==> src/free_list_allocator_macros.svh <==
// Assertion macros used by the allocator back end.
`ifndef FREE_LIST_ALLOCATOR_MACROS_SVH
`define FREE_LIST_ALLOCATOR_MACROS_SVH
`ifndef ASSERT_OFF
`define FLA_ASSERT(label, clk, rst, prop, msg) \
  label: assert property (@(posedge clk) disable iff (rst) prop) else $error(msg);
`define FLA_ASSERT_NORST(label, clk, prop, msg) \
  label: assert property (@(posedge clk) prop) else $error(msg);
`else
`define FLA_ASSERT(label, clk, rst, prop, msg)
`define FLA_ASSERT_NORST(label, clk, prop, msg)
`endif
`endif

==> src/fla_pkg.sv <==
// Package with the allocator's constants, status codes and shared types.
package fla_pkg;
  localparam int ARENA_BYTES_DEF  = 65536;
  localparam int MAX_SEGMENTS_DEF = 64;
  localparam int MAX_RECORDS_DEF  = 64;
  localparam int HEADER_BYTES_DEF = 16;
  localparam int NODE_BYTES_DEF   = 16;
  localparam int MIN_ALIGN_LOG2   = 3;
  localparam int MAX_ALIGN_LOG2   = 12;

  localparam logic [2:0] ST_OK       = 3'd0;
  localparam logic [2:0] ST_NOFIT    = 3'd1;
  localparam logic [2:0] ST_BAD      = 3'd2;
  localparam logic [2:0] ST_NOTALLOC = 3'd3;
  localparam logic [2:0] ST_FULL     = 3'd4;

  localparam logic OP_ALLOC = 1'b0;
  localparam logic OP_FREE  = 1'b1;

  // Classified command handed from the front end to the back end.
  typedef enum logic [1:0] {
    CMD_ALLOC,
    CMD_FREE,
    CMD_REPLY
  } cmd_kind_t;

  typedef struct packed {
    cmd_kind_t   kind;
    logic [16:0] size;
    logic [3:0]  align_log2;
    logic [15:0] addr;
    logic [2:0]  status;
  } cmd_t;

  typedef enum logic [3:0] {
    S_CLEAR,
    S_IDLE,
    S_SCAN,
    S_SCAN_WAIT,
    S_REC_SCAN,
    S_REC_WAIT,
    S_SHIFT,
    S_SHIFT_WR,
    S_PLACE,
    S_COMMIT,
    S_RESULT
  } be_state_t;
endpackage

==> src/fla_front.sv <==
// Front end: accepts request words, rejects malformed ones, queues commands.
module fla_front
  import fla_pkg::*;
#(
  parameter int NODE_BYTES = NODE_BYTES_DEF
) (
  input  logic        clk,
  input  logic        rst,
  input  logic        push,
  output logic        full,
  input  logic        opcode,
  input  logic [16:0] request_size,
  input  logic [3:0]  align_log2,
  input  logic [15:0] free_address,
  output logic        cmd_valid,
  output cmd_t        cmd,
  input  logic        cmd_take
);
  localparam int QD = 2;
  cmd_t q [QD];
  logic       wp, rp;
  logic [1:0] cnt;
  cmd_t c;

  always_comb begin
    c = '0;
    c.size = request_size;
    c.align_log2 = align_log2;
    c.addr = free_address;
    c.status = ST_OK;
    if (opcode == OP_ALLOC) begin
      if (align_log2 < 4'(MIN_ALIGN_LOG2) || align_log2 > 4'(MAX_ALIGN_LOG2) ||
          request_size < 17'(NODE_BYTES)) begin
        c.kind = CMD_REPLY;
        c.status = ST_BAD;
      end else begin
        c.kind = CMD_ALLOC;
      end
    end else if (free_address == '0) begin
      c.kind = CMD_REPLY;
    end else begin
      c.kind = CMD_FREE;
    end
  end

  assign full = (cnt == 2'(QD));
  assign cmd_valid = (cnt != '0);
  assign cmd = q[rp];

  always_ff @(posedge clk) begin
    if (push && !full) begin
      q[wp] <= c;
    end
    if (rst) begin
      wp <= '0;
      rp <= '0;
      cnt <= '0;
    end else begin
      if (push && !full) begin
        wp <= ~wp;
      end
      if (cmd_take && cmd_valid) begin
        rp <= ~rp;
      end
      cnt <= cnt + 2'(push && !full) - 2'(cmd_take && cmd_valid);
    end
  end
endmodule

==> config.mk <==
export PLATFORM = sky130hd
export DESIGN_NAME = fla_front
export DESIGN_NICKNAME = d
export VERILOG_FILES = /design/src/free_list_allocator_macros.svh /design/src/fla_pkg.sv /design/src/fla_front.sv
export SDC_FILE = /design/constraint.sdc
export NUM_CORES = 1
export LEC_CHECK = 0
export BUFFER_PORTS_ARGS = -buffer_cell sky130_fd_sc_hd__buf_2
export CAP_MARGIN = 20
export CORE_MARGIN = 10
export CORE_UTILIZATION = 45
export CTS_BUF_LIST = sky130_fd_sc_hd__clkbuf_4 sky130_fd_sc_hd__clkbuf_8
export DETAILED_ROUTE_END_ITERATION = 10
export PLACE_DENSITY = 0.67
export SETUP_SLACK_MARGIN = 0.3
export SYNTH_ARGS = -nofsm -noshare
export SYNTH_HDL_FRONTEND = slang
export SYNTH_SLANG_ARGS = --single-unit
==> constraint.sdc <==
create_clock -name clk -period 4 [get_ports clk]
set_clock_uncertainty 0.1 [all_clocks]
set_input_delay 0.8 -clock clk [delete_from_list [all_inputs] [get_ports clk]]
set_output_delay 0.8 -clock clk [all_outputs]
set_load 0.02 [all_outputs]
## Yosys cells after proc, flatten, opt, wreduce, memory -nomap -nowiden

Memories as Yosys holds them, arrays and structs flattened. A register that Yosys moved wholly into a read port is not among the register bits.
Index checks and enable logic that the tools add are counted.

| storage, ports and cells | value |
|---|---|
| register bits after elaboration | 4 |
| latch bits | 0 |
| memory bits (writable) | 82 |
| ROM bits | 0 |
| input port bits | 42 |
| output and inout bits | 44 |
| word-level logic and storage cells | 28 |
| memories | 1 |

| operators by class | value |
|---|---|
| $add $sub $neg | 2 |
| multipliers | 0 |
| divide/modulo/power cells | 0 |
| order comparisons | 3 |
| eq/ne operators | 1 |
| shifts and indexed selects | 0 |
| muxes and demuxes | 9 |
| bitwise operators | 2 |
| reduce and logical (&&, ||, !) cells | 7 |

Memory list:

| name | depth | width | read ports | clocked after memory_dff | write ports | line | source |
|---|---|---|---|---|---|---|---|
| q | 2 | 41 | 1 | 1 | 1 | fla_front.sv:20 | `cmd_t q [QD];` |

Operators by type and width:

| operator | count |
|---|---|
| less-than comparator 17 x 5 -> 1 bit (second input constant) | 1 |
| zero test 16 bit | 1 |
| two-way mux 2 bit | 5 |
| greater-than comparator 4 bit (second input constant) | 1 |
| less-than comparator 4 x 2 -> 1 bit (second input constant) | 1 |
| two-way mux 1 bit | 4 |
| adder 2 x 1 -> 2 bit | 1 |
| == test 2 bit (second input constant) | 1 |
| logical AND 1 bit | 2 |
| logical OR 1 bit | 2 |
| NOT 1 bit | 2 |
| nonzero test 2 bit | 1 |
| subtractor 2 x 1 -> 2 bit | 1 |
| zero test 1 bit | 1 |

## Logic depth before layout (Yosys ltp)

| depth | value |
|---|---|
| word-level depth | 5 |
| mapped depth | 8 |
| gate-level depth less buffers | 8 |

## Worst setup path before layout

OpenSTA, ideal clock, no wires.

| timing | value |
|---|---|
| path kind | input -> register |
| start | input push |
| end | memory q[0][10] in the netlist's numbering, enable pin |
| library setup time | 0.394 ns |
| data arrival time | 1.983 ns |
| required time | 3.506 ns |
| setup slack | 1.522 ns |
| stages | 3 |
| buffers on the path | 0 |
| cell sequence | inv_1 > or3_1 > inv_1 |

| on the way | value |
|---|---|
| longest elaborated chain between the ends | 3 |

RTL lines:

| element | line | source |
|---|---|---|
| from (decl) | fla_front.sv:9 | `input logic push,` |
| logical AND 1 bit | fla_front.sv:51 | `if (push && !full) begin` |
| two-way mux 1 bit | fla_front.sv:51 |  |
| two-way mux 1 bit (implied by the code) | fla_front.sv:52 | `q[wp] <= c;` |
| to (decl) | fla_front.sv:20 |  |

No other way between the ends.

==> metrics.txt <==
status=finished, final reports clean; r2r endpoint=q[0][38]; clock slew at reported path FFs=80 ps; Slowest cell on crit path=dfxtp_2; Post-CTS Setup Bufs=0; Layout fillers=562; Clock Path Buffers=2; area delta synth->final=21.8%; Root Driver=clkbuf_8; Syn Area/Cell=19.1 um^2; post-synth cell types=29; Yosys reg bits=85; share of Yosys cell area claimed by the top area cell type=0.745; Peak Freq=355 MHz; cell taking the most area after synthesis=edfxtp_1; hold path cells=2; Max IR drop VDD=0.000352 V; number of remaining DRC errors=0; CTS tree=done; GR Overflow Total=0; final setup TNS=0 ps; Post-DRT Antenna Nets=0; CP peak stage delay=990 ps; Die Wd=105 um; cts-stage hold buffer count=0; Max Fanout on Critical Path=40; area of the multi-input gates=671 um^2; WL/cell=17.4 um; CP bufs+invs=1; CP Launch Type=flip-flop; post-synthesis sequential area ratio=0.776; Clk Latency, worst-skew pair=330 ps; final setup fails=0; cell with the most instances after synthesis=edfxtp_1; critical path arrival=1920 ps; Hold Crit Endpoint=wp; FF-to-FF setup slack=2110 ps; Largest delay share family, worst path=flip-flops; Max Slew Vio Count=0; Min Clock Period, post-route=2820 ps; global-route wire length before repair=10.1 mm; final hold violation count=0; crit-path cells=mux2_1 > buf_2; GR Util All Layers=0.116; asr flop ratio synth=0; Post-synth top cells=80 x edfxtp_1, 21 x mux2_1, 19 x mux2_2; share of layout cells above drive strength 1=0.462; total core area=6870 um^2; CTS buffer count=9; DR vias=1738; worst slew pin tran=992 ps; gp weighted congestion=0.676; 1st-iter DRT viols=68; post_cts resized=0; H-tree Lvls=3; HPWL after detailed placement=4.30 mm; Post-synth EDFFs=80; buffers added on ports=83; RSZ-0062 raised after global routing=false; R2R depth=5; dominant cells by area after synthesis=edfxtp_1 75%, mux2_1 7.3%, mux2_2 6.6%; Non-Filler Cell Area, Final=3930 um^2; initial antenna violation count=1; max_cap viols=0; Post-synth top flop=edfxtp_1; Hold WC Path Type=reg -> reg; num ports=86; nets=303; Ys Warns=0; Leakage=1.47 nW; synthesized instance count=169; Core Rows=30; vias in the first global route=1921; slew margin rel.=0.339; drt first pass iters=4; die height=105 um; Pwr Density=602 nW/um^2; largest net degree at the start of global routing=41; FF/Latch Area=2500 um^2; CTS sink count=85; Placed Area=3740 um^2; part of the cycle the worst path needs=0.705; worst endpoint required time=3100 ps; final wirelength=6.27 mm; Initial Util=0.469; worst hold start=wp; worst flop-to-flop path startpoint=cnt[0]; Die ar.=10900 um^2; critical setup path kind=reg -> out; routed vias/inst=4.83; number of diodes=0; mapped cell area=3220 um^2; crit path capture type=output port
-- worst reg2reg max path, stage by stage, from the launching register on --
cell	delay [ps]
dfxtp_1	370
nand2b_2	160
inv_2	40
or3_1	320
inv_1	60
buf_4	450
-- sequential cells by signal, indices dropped and copies added, names as in the netlist, named ones only --
name  flops
q        80
cnt       2
rp        1
wp        1
-- per-layer routing --
| metal | vias up | GRT usage | share of wire |
|---|---|---|---|
| met5 | - | 0 | 0.0011 |
| met4 | 2 | 0.0412 | 0.0061 |
| met3 | 7 | 0.0473 | 0.061 |
| met2 | 44 | 0.201 | 0.52 |
| met1 | 852 | 0.125 | 0.42 |
| li1 | 833 | - | - |
-- through the flow --
stage          power (mW)  hold slack (ps)  cells   util  setup WS (ps)
6_report             2.36              395    360  0.571           1180
5_1_grt              2.49              440    360  0.571           1020
4_1_cts              2.40              402    360  0.571           1110
3_5_place_dp         1.83              386    344  0.544           1490
3_3_place_gp         1.82              371    344  0.544           1480
2_1_floorplan        1.61              351    170      -           1520
-- cell usage in the layout, fill, tap and decap left out, drive strengths merged, types with 2 or more instances in the layout --
master | netlist | layout
dfxtp | 5 | 5
nor2 | 4 | 4
nor4 | 6 | 6
buf | 6 | 84
conb | 1 | 2
clkbuf | 0 | 9
edfxtp | 80 | 80
xnor2 | 2 | 2
inv | 5 | 6
o21a | 2 | 2
clkinv | 0 | 3
a21oi | 3 | 3
ha | 2 | 2
clkinvlp | 0 | 2
mux2 | 40 | 40
-- power breakdown --
part	internal [mW]	switching, mW	total (mW)
sequential	1.11	0.0811	1.19
clock	0.284	0.287	0.572
combinational	0.248	0.355	0.603
total	1.64	0.723	2.36
-- logic make-up after synthesis --
| kind of cell | count (synthesis) | share of synthesized area |
|---|---|---|
| AO/OA/AOI/OAI | 9 | 0.0182 |
| XOR/XNOR | 3 | 0.00815 |
| adder cells (fa/ha/maj) | 2 | 0.00776 |
| buffers and inverters | 11 | 0.0167 |
| flip-flops | 85 | 0.776 |
| multiplexers | 40 | 0.140 |
| other | 1 | 0.00116 |
| AND/OR/NAND/NOR | 18 | 0.0318 |
-- area by class of cell --
class | count | share of cell area
Multi-Input combinational cell | 74 | 0.171
Clock buffer | 9 | 0.0316
Sequential cell | 85 | 0.638
Inverter | 5 | 0.00478
Timing Repair Buffer | 84 | 0.108
Tap cell | 96 | 0.0306
Clock inverter | 7 | 0.0166
-- worst max-delay path by stage --
| stage | end | start | cells after the start |
|---|---|---|---|
| 2_1_floorplan | q[0][10] | push | 3 |
| 3_3_place_gp | cmd[19] | flip-flop | 2 |
| 3_5_place_dp | cmd[27] | flip-flop | 2 |
| 4_1_cts | cmd[27] | flip-flop | 2 |
| 5_1_grt | cmd[35] | flip-flop | 2 |
| 6_report | cmd[21] | flip-flop | 2 |
No activity file was read; power rests on OpenSTA's default activity.
